[src/rtl/time_span_moving_average_macros.svh]
`ifndef TIME_SPAN_MOVING_AVERAGE_MACROS_SVH
`define TIME_SPAN_MOVING_AVERAGE_MACROS_SVH

// Check that a condition is true at every edge outside reset.
`define TSMA_ASSERT_HOLDS(label, cond, msg) \
  label: assert property (@(posedge clk) disable iff (rst) (cond)) else $error(msg);

// Check that a condition implies another one at the same edge.
`define TSMA_ASSERT_IMPLIES(label, ante, cons, msg) \
  label: assert property (@(posedge clk) disable iff (rst) (ante) |-> (cons)) \
    else $error(msg);

// Check that a condition implies another one at the next edge.
`define TSMA_ASSERT_NEXT(label, ante, cons, msg) \
  label: assert property (@(posedge clk) disable iff (rst) (ante) |=> (cons)) \
    else $error(msg);

`endif

[src/rtl/tsma_pkg.sv]
package tsma_pkg;

  localparam int RING_DEPTH  = 256;
  localparam int SLOT_W      = $clog2(RING_DEPTH);
  localparam int COUNT_W     = $clog2(RING_DEPTH + 1);
  localparam int SAMPLE_W    = 24;
  localparam int STAMP_W     = 32;
  localparam int FRAC_BITS   = 8;
  localparam int AVG_W       = 40;
  localparam int CFG_W       = 9;
  localparam int CFG_INDEX_W = 1;
  localparam int SUM_W       = SAMPLE_W + SLOT_W + 1;
  localparam int SPAN_W      = STAMP_W + 1;
  localparam int MAG_W       = AVG_W - FRAC_BITS;
  localparam int DIV_CNT_W   = $clog2(AVG_W + 1);

  localparam logic [CFG_INDEX_W-1:0] CFG_WINDOW_LENGTH = 1'b0;
  localparam logic [CFG_INDEX_W-1:0] CFG_CENTERED_MODE = 1'b1;

  typedef struct packed {
    logic [SAMPLE_W-1:0] sample;
    logic [STAMP_W-1:0]  stamp;
  } ring_entry_t;

  typedef struct packed {
    logic start;
    logic neg;
    logic err;
  } div_req_t;

endpackage

[src/rtl/tsma_divider.sv]
module tsma_divider (
  input  logic                                clk,
  input  logic                                rst,
  input  tsma_pkg::div_req_t                  req,
  input  logic [tsma_pkg::AVG_W-1:0]          dividend,
  input  logic [tsma_pkg::SPAN_W-1:0]         divisor,
  output logic                                done,
  output logic signed [tsma_pkg::AVG_W-1:0]   quotient,
  output logic                                err
);
  import tsma_pkg::*;

  logic                 busy;
  logic [DIV_CNT_W-1:0] count;
  logic [SPAN_W-1:0]    rem;
  logic [AVG_W-1:0]     quo;
  logic [SPAN_W-1:0]    div_q;
  logic                 neg_q;

  logic [SPAN_W:0]      shifted;
  logic [SPAN_W+1:0]    diff;
  logic                 fits;
  logic [SPAN_W-1:0]    rem_next;
  logic [AVG_W-1:0]     quo_next;

  // One quotient bit per cycle: shift the dividend MSB into the remainder.
  always_comb begin
    shifted  = {rem, quo[AVG_W-1]};
    diff     = {1'b0, shifted} - {2'b00, div_q};
    fits     = !diff[SPAN_W+1];
    rem_next = fits ? diff[SPAN_W-1:0] : shifted[SPAN_W-1:0];
    quo_next = {quo[AVG_W-2:0], fits};
  end

  always_ff @(posedge clk) begin
    if (rst) begin
      busy <= 1'b0;
      done <= 1'b0;
      err  <= 1'b0;
    end else begin
      done <= 1'b0;
      if (req.start) begin
        if (req.err) begin
          done     <= 1'b1;
          err      <= 1'b1;
          quotient <= '0;
        end else begin
          busy  <= 1'b1;
          err   <= 1'b0;
          count <= DIV_CNT_W'(AVG_W);
          rem   <= '0;
          quo   <= dividend;
          div_q <= divisor;
          neg_q <= req.neg;
        end
      end else if (busy) begin
        rem   <= rem_next;
        quo   <= quo_next;
        count <= count - DIV_CNT_W'(1);
        if (count == DIV_CNT_W'(1)) begin
          busy     <= 1'b0;
          done     <= 1'b1;
          quotient <= neg_q ? -quo_next : quo_next;
        end
      end
    end
  end

endmodule

[config.mk]
export PLATFORM = sky130hd
export DESIGN_NAME = tsma_divider
export DESIGN_NICKNAME = d
export VERILOG_FILES = /design/src/rtl/time_span_moving_average_macros.svh /design/src/rtl/tsma_pkg.sv /design/src/rtl/tsma_divider.sv
export SDC_FILE = /design/constraint.sdc
export NUM_CORES = 1
export LEC_CHECK = 0
export ABC_AREA = 1
export BUFFER_PORTS_ARGS = -buffer_cell sky130_fd_sc_hd__buf_2
export CELL_PAD_IN_SITES_DETAIL_PLACEMENT = 0
export CELL_PAD_IN_SITES_GLOBAL_PLACEMENT = 2
export CORE_MARGIN = 5
export CORE_UTILIZATION = 39
export DETAILED_ROUTE_END_ITERATION = 7
export HOLD_SLACK_MARGIN = 0.12
export PLACE_DENSITY = 0.9
export SLEW_MARGIN = 20
export SYNTH_ARGS = -nofsm -noshare
export SYNTH_HDL_FRONTEND = slang
export SYNTH_SLANG_ARGS = --single-unit
[constraint.sdc]
create_clock -name clk -period 16.7 [get_ports clk]
set_clock_uncertainty 0.15 [all_clocks]
set_input_delay 0 -clock clk [delete_from_list [all_inputs] [get_ports clk]]
set_output_delay 0 -clock clk [all_outputs]
set_load 0.005 [all_outputs]
==> results.txt, run 1 <==
----------------------------------------------------
[Cells and area]
  Antenna diodes ... 0
  Final net count ... 1358
  Share of post-route cells with drive strength above 1 ... 16.2%
  Leading cell type in the layout, fill and taps excluded ... nand2_1
  Area Overhead vs Synth ... 25.6%
  Leading cell types in the layout, fill and taps excluded ... nand2_1, edfxtp_1, nor2_1, buf_2, inv_1

[Detailed routing]
  Final ANT Viol Nets ... 0
  Via/cell ratio ... 4.91
  Routed length per instance ... 16.3 um
  DRC errors left ... 0
  Number of iterations in the first detailed-routing pass ... 4
  Wire length reported by the detailed router ... 25600 um
  Total vias in the final route ... 7738
  Iteration-0 DRC count of the detailed router ... 440

[Placement]
  HPWL after detailed placement ... 17600 um
  Port Buffers ... 119
  Final Wtd Congestion ... 0.833

[Global route]
  Global-route wire length before repair ... 40400 um
  Initial antenna violation count ... 0
  Vias in the first global route ... 7795
  Global route overflow ... 0
  Pin count of the biggest net entering global routing ... 77
  Total routing usage reported by global routing ... 19.5%

[Yosys]
  Number of warning messages in the yosys log ... 0
  Number of distinct library cells after synthesis ... 49
  Gate count after technology mapping ... 1043
  Fraction of the yosys area taken by sequential cells ... 50.6%
  Synth Net Count ... 1158
  Flip-flop and latch count after synthesis ... 156
  Area of the mapped netlist ... 9200 um^2
  Average cell area after synthesis ... 8.82 um^2

[Pwr]
  Peak supply drop ... 0.0430 mV
  Power per cell area ... 90.3 nW/um^2
  Pleak ... 4.86 nW
  Total design power ... 1.04 mW

[Timing]
  Time the worst path needs with I/O delays and setup ... 4210 ps
  Setup_tns ... 0 ps
  Final period util ... 25.2%
  Maximum achievable frequency ... 237 MHz
  Worst-Margin Slew ... 923 ps
  Setup Viol. Count Final ... 0
  Headroom to the max-slew limit ... 38.4%
  Number of endpoints with negative hold slack in the final report ... 0
  Unrepaired setup endpoints after global routing ... no
  Number of slew-limit violations in the final report ... 0

[Die]
  Floorplan die area ... 26800 um^2
  Initial Utilization ... 39.4%
  Core outline area ... 23300 um^2
  Vertical die dimension ... 164 um
  Number of standard-cell rows in the floorplan ... 56
  Die width ... 164 um
  Number of I/O pins ... 120

[Min path]
  Worst min-delay path class ... input pin to register
  Hold-critical path depth ... 2

[Clock tree]
  Clk sinks ... 156
  Clock-pin slew on the worst setup and hold paths ... 70 ps
  CTS H-Tree Depth ... 4
  Maximum clock insertion buffer count ... 2
  CTS tree ... done
  Clock buffers created by TritonCTS ... 17
  Later-pin clock latency in the skew report ... 440 ps
  Number of hold buffers added after cts ... 82
  CTS resizes ... 0
  Buffer type at the clock tree root ... clkbuf_16
  Post-CTS setup-driven buffer insertion count ... 0

[Setup path]
  Endpoint of the worst setup timing path ... quotient[34]$_SDFFCE_PP0P_
  Reg-to-reg setup timing slack ... 12490 ps
  Crit path capture type ... register
  Startpoint-to-endpoint class of the critical path ... register to register
  Reg-to-reg endpoint ... quotient[34]$_SDFFCE_PP0P_
  Reg2Reg Launch Point ... rem[14]$_SDFFCE_PP0P_
  Maximum fanout along the worst path ... 66
  Beginning of the critical path ... rem[14]$_SDFFCE_PP0P_
  Startpoint class of the critical path ... register
  Crit path required time ... 16750 ps
  Worst reg2reg path depth ... 22
  Data arrival time of the critical path ... 4260 ps

[Run status]
  Run status ... finished clean

[Job]
  Max-cap violations ... 0

----------------------------------------------------
[sequential cells by signal, indices dropped and copies added, names as in the netlist]
register  flops
done          1
quotient     40
busy          1
neg_q         1
err           1
count         6
div_q        33
quo          40
rem          33
[final cells by class]
| class | instances | area (um^2) |
|---|---|---|
| multi-input combinational | 736 | 3960 |
| timing repair buffer | 210 | 1510 |
| clock buffer | 17 | 425 |
| inverter | 122 | 458 |
| sequential | 156 | 4650 |
| fill | 2279 | 11800 |
| tap | 319 | 399 |
| clock inverter | 15 | 149 |
[critical path: stages, from the launching register on]
cell and delay (ps):
edfxtp_1 390, ha_1 380, a21oi_1 260, o21ai_0 130
a21oi_2 200, nand2_4 100, nand2_4 100, nand2_4 400
inv_2 280, ha_1 210, inv_1 80, nor3_4 180
nand2_2 110, nor2_4 130, nand4_2 110, inv_2 90
nand2_2 70, nor2_4 160, nand3_2 80, nand2_2 100
o21ai_1 90, nor2_1 120, nor2_1 50
[per-stage QoR]
step,hold slack [ps],util (%),instances,area (um^2),worst slack (ps)
5_1_grt,127,49.5,1575,11600,12110
3_5_place_dp,28.1,43.3,1458,10100,12490
4_1_cts,121,49.3,1572,11500,12490
2_1_floorplan,-58.5,-,1043,9200,8910
6_report,129,49.5,1575,11600,12490
3_3_place_gp,27.9,43.3,1458,10100,12630
[cell usage after synthesis, drive strengths merged]
cell type / n / share of area (%)
nand2: 215 / 9.3
edfxtp: 153 / 50
nor2: 136 / 5.8
inv: 121 / 4.9
o21ai: 97 / 5.4
a21oi: 94 / 5.4
ha: 36 / 4.9
nand3: 36 / 2.1
nor3: 29 / 1.8
xor2: 18 / 1.7
clkbuf: 17 / 0.69
xnor2: 14 / 1.3
buf: 12 / 0.98
nand4: 12 / 0.88
o21bai: 8 / 0.65
a21o: 6 / 0.49
nor4: 6 / 0.41
a31oi: 4 / 0.27
o21a: 4 / 0.33
a211oi: 3 / 0.30
a21boi: 3 / 0.24
and3: 3 / 0.20
dfxtp: 3 / 0.65
or2: 3 / 0.20
a2111oi: 2 / 0.19
clkinv: 1 / 0.041
fa: 1 / 0.22
nand3b: 1 / 0.082
nor3b: 1 / 0.14
o211ai: 1 / 0.082
o221a: 1 / 0.12
o31ai: 1 / 0.082
or4: 1 / 0.082
[cells by family (layout without fill, tap and decap cells)]
| family | Yosys count | count (layout) | synth area share, % |
|---|---|---|---|
| buffers and inverters | 151 | 364 | 6.65 |
| xor gates and xnor gates | 32 | 32 | 3.05 |
| adders and majority gates | 37 | 37 | 5.11 |
| AOI/OAI and AO/OA | 224 | 224 | 13.6 |
| DFF | 156 | 156 | 50.6 |
| and+or+nand+nor | 443 | 443 | 21.0 |
[report_power, final]
part,leakage [nW],internal (mW),switching [mW]
Clock,0.273,0.210,0.181
Sequential,1.46,0.457,0.0120
Combinational,3.13,0.0724,0.111
Total,4.86,0.739,0.304
[layer usage]
| layer | GRT usage, % | share of wire, % | vias up |
|---|---|---|---|
| met5 | 0 | 0 | - |
| met4 | 4.16 | 0.91 | 0 |
| met3 | 4.04 | 4.4 | 15 |
| met2 | 33.8 | 50 | 162 |
| met1 | 25.1 | 45 | 3602 |
| li1 | - | - | 3959 |
[worst min path at each step]
stage / slack (ps) / to / start
floorplan: -60 / done$_SDFF_PP0_ / rst
finish: 130 / div_q[12]$_DFFE_PP_ / divisor[12]
global placement: 30 / div_q[32]$_DFFE_PP_ / divisor[32]
CTS: 120 / div_q[12]$_DFFE_PP_ / divisor[12]
detailed placement: 30 / div_q[16]$_DFFE_PP_ / divisor[16]
global route: 130 / neg_q$_DFFE_PP_ / req[1]
No activity file was read; power rests on OpenSTA's default activity.
==> run 2, diff against run 1 <==
CORE_UTILIZATION = 36   (was 39)
PLACE_DENSITY = 0.84   (was 0.9)
clock period = 4 ns   (was 16.7 ns; I/O delays follow)
==> run 2 against run 1 <==
Effect of this change:
- register-to-register slack got worse by 12000 ps
- die area increased by 7.8%
- count of clock-buffer cells in the layout unchanged
- wire length increased by 2.5%
- critical endpoint unchanged
- final area increased by 0.34%
- flip-flop and latch count unchanged
- worst hold slack improved by 5.4 ps
- first-iteration DRC count increased by 9.3%
- combinational power increased to 4.2 times the previous value
- via count increased by 0.17%
- worst setup slack got worse by 12000 ps
==> results.txt, run 2 (synthesis gave the netlist of run 1 again) <==
----------------------------------------------------
[Die]
  Number of I/O pins ... 120 (unchanged)
  Number of standard-cell rows in the floorplan ... 58 (+3.6%)
  Vertical die dimension ... 170 um (+3.8%)
  Initial Utilization ... 36.5% (-2.9 points)
  Floorplan die area ... 28900 um^2 (+7.8%)
  Die width ... 170 um (+3.8%)
  Core outline area ... 25200 um^2 (+7.9%)

[Cells and area]
  FF/Latch Area ... 4650 um^2 (unchanged)
  Leading cell type in the layout, fill and taps excluded ... nand2_1
  Leading cell types in the layout, fill and taps excluded ... nand2_1, edfxtp_1, nor2_1, buf_2, inv_1
  Share of post-route cells with drive strength above 1 ... 16.5% (+0.31 points)
  Filler Cells Inserted ... 2509 (+10%)
  Area taken by multi-input logic gates ... 3990 um^2 (+0.70%)
  Top Registers ... quo x40, quotient x40
  Area Overhead vs Synth ... 26.0%
  Final net count ... 1359 (+0.074%)
  Antenna diodes ... 0 (unchanged)
  Utilization after layout ... 46.0% (-3.5 points)

[Global route]
  Global-route wire length before repair ... 41700 um (+3.2%)
  Vias in the first global route ... 8007 (+2.7%)
  Total routing usage reported by global routing ... 18.3% (-1.1 points)
  Global route overflow ... 0 (unchanged)
  Initial antenna violation count ... 0 (unchanged)
  Pin count of the biggest net entering global routing ... 66 (-14%)

[Pwr]
  Pleak ... 4.86 nW (about the same)
  Power per cell area ... 377 nW/um^2 (+320%)
  Peak supply drop ... 0.291 mV (+570%)
  Total design power ... 4.37 mW (+320%)

[Timing]
  Number of endpoints with negative hold slack in the final report ... 0 (unchanged)
  Maximum achievable frequency ... 270 MHz (+14%)
  Worst-Margin Slew ... 806 ps (-117 ps)
  Final period util ... 92.4% (+67 points)
  Setup Viol. Count Final ... 0 (unchanged)
  Setup_tns ... 0 ps (unchanged)
  Time the worst path needs with I/O delays and setup ... 3700 ps (-517 ps)
  Headroom to the max-slew limit ... 46.3% (+7.8 points)
  Number of slew-limit violations in the final report ... 0 (unchanged)
  Worst hold slack after final layout ... 134 ps (+5.37 ps)

[Clock tree]
  CTS tree ... done
  Buffer type at the clock tree root ... clkbuf_16
  Later-pin clock latency in the skew report ... 430 ps (about the same)
  Clock-pin slew on the worst setup and hold paths ... 70 ps (about the same)
  CTS H-Tree Depth ... 4 (unchanged)
  Maximum clock insertion buffer count ... 2 (unchanged)
  Clk sinks ... 156 (unchanged)
  Clock buffers created by TritonCTS ... 17 (unchanged)

[Detailed routing]
  Total vias in the final route ... 7751 (+0.17%)
  DRC errors left ... 0 (unchanged)
  Number of iterations in the first detailed-routing pass ... 5 (+1)
  Via/cell ratio ... 4.88 (-0.59%)
  Amount of wire on met3 after detailed routing ... 898 um (-20%)
  Iteration-0 DRC count of the detailed router ... 481 (+9.3%)
  Total routed wire length on the met1 layer ... 12200 um (+5.5%)
  Final ANT Viol Nets ... 0 (unchanged)
  Wire length reported by the detailed router ... 26300 um (+2.5%)
  Routed length per instance ... 16.6 um (+1.7%)
  Uppermost metal layer occupied by signal nets ... met4
  Met2 layer wire length in the routed design ... 12900 um (+1.6%)

[Job]
  Max-cap violations ... 0 (unchanged)

[Setup path]
  Maximum fanout along the worst path ... 7 (-89%)
  Reg-to-reg setup timing slack ... 300 ps (-12180 ps)
  Worst reg2reg path depth ... 24 (+9.1%)
  Startpoint-to-endpoint class of the critical path ... register to register
  Slowest stage cell, crit path ... edfxtp_1
  Beginning of the critical path ... rem[4]$_SDFFCE_PP0P_
  Top cell by count, worst path ... nand2_2
  Reg-to-reg endpoint ... quotient[34]$_SDFFCE_PP0P_
  Worst path depth ... 24 (+9.1%)
  Data arrival time of the critical path ... 3730 ps (-530 ps)
  Endpoint of the worst setup timing path ... quotient[34]$_SDFFCE_PP0P_
  Reg2Reg Launch Point ... rem[4]$_SDFFCE_PP0P_
  Crit path required time ... 4030 ps (-12720 ps)
  Family with the most delay on the worst path ... simple AND/OR/NAND/NOR gates
  Critical Path, Cell by Cell ... ha_1 -> a21oi_2 -> nand2_1 -> nand2_1 -> nand3_2 -> nand2_2 -> nand2_4 -> nand2_4 -> nand2_4 -> inv_2 -> ha_1 -> inv_1 -> nor3_4 -> nand2_2 -> nor2_4 -> nand4_2 -> inv_2 -> nand2_2 -> nor2_4 -> nand3_2 -> nand2_2 -> o21ai_1 -> nor2_1 -> nor2_1
  Crit path largest cell delay ... 400 ps (about the same)
  Startpoint class of the critical path ... register
  Buffering stage count on the worst path with inverters included ... 3 (unchanged)
  Crit path capture type ... register

[Placement]
  Final Wtd Congestion ... 0.842 (+1.0%)
  HPWL after detailed placement ... 18500 um (+5.1%)
  Port Buffers ... 119 (unchanged)

[Min path]
  Worst min-delay path class ... input pin to register
  Hold-critical path depth ... 2 (unchanged)

[Run status]
  Run status ... finished clean

----------------------------------------------------
[run 2: changes by cell type in the layout (fill, tap and decap cells not counted), sizes merged]
cell      delta
inv          -2
clkinv       +1
buf          +1
clkinvlp     +1
[run 2: layout make-up]
type,instances,share of cell area [%]
clock buffers,17,3.67
clock inverters,15,1.37
inverters,122,3.95
multi-input cells,736,34.4
flip-flops and latches,156,40.2
well taps,330,3.56
repair buffers,211,12.9
[run 2: how the worst min path moves through the flow]
stage / start / end / slack [ps]
after global placement: divisor[7] / div_q[7]$_DFFE_PP_ / 30
after detailed placement: divisor[13] / div_q[13]$_DFFE_PP_ / 30
final: divisor[16] / div_q[16]$_DFFE_PP_ / 130
after floorplan: rst / done$_SDFF_PP0_ / -60
after global routing: divisor[15] / div_q[15]$_DFFE_PP_ / 130
after CTS: divisor[11] / div_q[11]$_DFFE_PP_ / 120
[run 2: worst reg2reg max path: cells and delay by family (launching register included)]
family	cells	cell delay, ps
buffers and inverters	3	270
AOI/OAI and AO/OA	2	320
DFF	1	400
and+or+nand+nor	17	1740
adders and majority gates	2	560
[run 2: per-stage QoR]
stage	cell area [um^2]	cells	setup WS (ps)
after global routing	11600	1587	-4.62
final	11600	1587	303
after detailed placement	10200	1471	309
after CTS	11600	1586	270
after global placement	10200	1471	455
after floorplan	9220	1043	163
[run 2: repair_timing]
action	CTS	global route
gates resized for setup	0	4
buffers inserted	0	0
hold buffers	83	1
setup endpoints to repair	0	3
endpoints found under the hold margin	107	1
[run 2: metal layers]
metal,track usage [%],vias to the layer above
met3,2.95,14
met5,0,-
li1,-,3966
met1,24.1,3628
met2,32.1,143
met4,3.50,0
[run 2: power breakdown]
group	internal (mW)	switching, mW
Clock	0.882	0.755
Combinational	0.302	0.474
Sequential	1.91	0.0508
==> run 3, diff against run 2 <==
CORE_UTILIZATION = 37   (was 36)
CTS_BUF_LIST = sky130_fd_sc_hd__clkbuf_4 sky130_fd_sc_hd__clkbuf_8   (was unset)
PLACE_DENSITY = 0.86   (was 0.84)
==> run 3 against run 2 <==
Effect of this change:
- worst setup slack improved by 57 ps
- flip-flop and latch count unchanged
- final area up 0.77%
- final cell count grew 1.3%
- die area decreased by 2.5%
- first-iteration DRC count down 6.7%
- non-clock buffer count rose by 27
- sequential power about the same
- critical endpoint unchanged
- clock power fell by 24%
- sequential share of layout area is 0.31 points lower
==> results.txt, run 3 (synthesis gave the netlist of run 1 again) <==
----------------------------------------------------
[Clock tree]
  CTS tree ... done
  Clock-pin slew on the worst setup and hold paths ... 90 ps (+20 ps)
  Later-pin clock latency in the skew report ... 470 ps (+40 ps)
  CTS H-Tree Depth ... 4 (unchanged)
  Maximum clock insertion buffer count ... 2 (unchanged)
  Buffer type at the clock tree root ... clkbuf_8
  Post-CTS setup-driven buffer insertion count ... 0 (unchanged)
  Clk sinks ... 156 (unchanged)
  Clock buffers created by TritonCTS ... 17 (unchanged)

[Die]
  Number of I/O pins ... 120 (unchanged)
  Core outline area ... 24400 um^2 (-3.1%)
  Initial Utilization ... 37.7% (+1.2 points)
  Floorplan die area ... 28100 um^2 (-2.5%)
  Die width ... 168 um (-1.3%)
  Number of standard-cell rows in the floorplan ... 57 (-1.7%)
  Vertical die dimension ... 168 um (-1.3%)

[Cells and area]
  Design area ... 11700 um^2 (+0.77%)
  Top Registers ... quo x40, quotient x40
  Post-layout instance count excluding filler cells ... 1608 (+1.3%)
  Area Overhead vs Synth ... 27.0%
  Final net count ... 1386 (+2.0%)
  Share of post-route cells with drive strength above 1 ... 16.0% (-0.42 points)
  Antenna diodes ... 0 (unchanged)
  Leading cell types in the layout, fill and taps excluded ... nand2_1, edfxtp_1, nor2_1, buf_2, inv_1
  Leading cell type in the layout, fill and taps excluded ... nand2_1

[Placement]
  Number of cells in the design after placement ... 1464 (-0.48%)
  HPWL after detailed placement ... 17700 um (-4.4%)
  Port Buffers ... 119 (unchanged)
  Post-DP Area ... 10100 um^2 (about the same)
  Final Wtd Congestion ... 0.855 (+1.6%)

[Pwr]
  Peak supply drop ... 0.171 mV (-41%)
  Pleak ... 4.91 nW (+0.97%)
  Power per cell area ... 342 nW/um^2 (-9.3%)

[Timing]
  Maximum achievable frequency ... 275 MHz (+1.6%)
  Worst-Margin Slew ... 887 ps (+81.4 ps)
  Worst hold slack after final layout ... 155 ps (+20.5 ps)
  Time the worst path needs with I/O delays and setup ... 3640 ps (-56.6 ps)
  Setup Viol. Count Final ... 0 (unchanged)
  Number of slew-limit violations in the final report ... 0 (unchanged)
  Unrepaired setup endpoints after global routing ... no
  Setup_tns ... 0 ps (unchanged)
  Number of endpoints with negative hold slack in the final report ... 0 (unchanged)
  Final period util ... 91.0% (-1.4 points)
  Headroom to the max-slew limit ... 40.8% (-5.4 points)

[Min path]
  Startpoint of the worst hold path ... divisor[20]
  Worst min-delay path class ... input pin to register
  Hold-critical path endpoint ... div_q[20]$_DFFE_PP_
  Hold-critical path depth ... 2 (unchanged)

[Global route]
  Initial antenna violation count ... 0 (unchanged)
  Global-route wire length before repair ... 41400 um (-0.76%)
  Pin count of the biggest net entering global routing ... 90 (+36%)
  Global route overflow ... 0 (unchanged)
  Vias in the first global route ... 7972 (-0.44%)
  Total routing usage reported by global routing ... 18.3% (-0.034 points)

[Detailed routing]
  Number of iterations in the first detailed-routing pass ... 5 (unchanged)
  Total vias in the final route ... 7807 (+0.72%)
  Wire length reported by the detailed router ... 25900 um (-1.5%)
  Via/cell ratio ... 4.86 (-0.59%)
  Iteration-0 DRC count of the detailed router ... 449 (-6.7%)
  Routed length per instance ... 16.1 um (-2.8%)
  Final ANT Viol Nets ... 0 (unchanged)
  DRC errors left ... 0 (unchanged)

[Setup path]
  Reg2Reg Launch Point ... rem[26]$_SDFFCE_PP0P_
  Startpoint class of the critical path ... register
  Crit path capture type ... register
  Worst reg2reg path depth ... 22 (-8.3%)
  Data arrival time of the critical path ... 3710 ps (-20 ps)
  Reg-to-reg endpoint ... quotient[34]$_SDFFCE_PP0P_
  Beginning of the critical path ... rem[26]$_SDFFCE_PP0P_
  Crit path required time ... 4070 ps (+40 ps)
  Maximum fanout along the worst path ... 7 (unchanged)
  Startpoint-to-endpoint class of the critical path ... register to register
  Reg-to-reg setup timing slack ... 360 ps (+60 ps)

[Job]
  Max-cap violations ... 0 (unchanged)

[Run status]
  Run status ... finished clean

----------------------------------------------------
run 3: final cells by class:
cell class                      count  area [um^2]
Sequential cell                   156         4650
Timing Repair Buffer              238         1780
Fill cell                        2412        12700
Inverter                          122          458
Tap cell                          324          405
Clock buffer                       17          234
Clock inverter                     15          169
Multi-Input combinational cell    736         3980
run 3: per-stage QoR:
stage,total power [mW],utilization (%),setup slack [ps]
5_1_grt,4.21,47.9,1.31
6_report,4.00,47.9,359
3_5_place_dp,2.70,41.6,352
3_3_place_gp,2.70,41.6,445
4_1_cts,4.03,47.9,315
2_1_floorplan,2.49,-,163
run 3: how the worst max path moves through the flow:
| stage | endpoint | cells after the start |
|---|---|---|
| detailed placement | quotient[34]$_SDFFCE_PP0P_ | 22 |
| CTS | quotient[34]$_SDFFCE_PP0P_ | 22 |
| global route | quotient[34]$_SDFFCE_PP0P_ | 22 |
| global placement | quotient[34]$_SDFFCE_PP0P_ | 22 |
| floorplan | quotient[0]$_SDFFCE_PP0P_ | 4 |
| finish | quotient[34]$_SDFFCE_PP0P_ | 22 |
run 3: where the power goes:
group,leakage (nW),internal (mW),switching (mW)
combinational,3.24,0.321,0.468
sequential,1.46,1.91,0.0508
clock,0.208,0.529,0.721
total,4.91,2.76,1.24
run 3: worst max-delay path: stages, from the launching register on:
cell      delay, ps
edfxtp_1        410
ha_1            370
a21oi_1         220
o21ai_0         150
nand2_1          90
nand2_1          90
a21oi_4         200
nand2_4          70
inv_2           110
ha_1            180
inv_1            80
nor3_4          180
nand2_2         100
nor2_4          130
nand4_2         100
inv_2            90
nand2_2          70
nor2_4          160
nand3_2          90
nand2_2         100
o21ai_1          80
nor2_1          120
nor2_1           50
run 3: repair_timing:
| action | 4_1_cts | 5_1_grt |
|---|---|---|
| hold buffers | 112 | 0 |
| endpoints found under the setup margin | 0 | 1 |
| endpoints found under the hold margin | 191 | 0 |
| resized for setup | 0 | 2 |
run 3: layer usage:
layer	routed length (um)	part of all wire, %	GRT usage [%]
met1	12200	47	24.5
met2	12500	48	31.3
met3	912	3.5	3.14
met4	279	1.1	3.71
met5	0	0	0
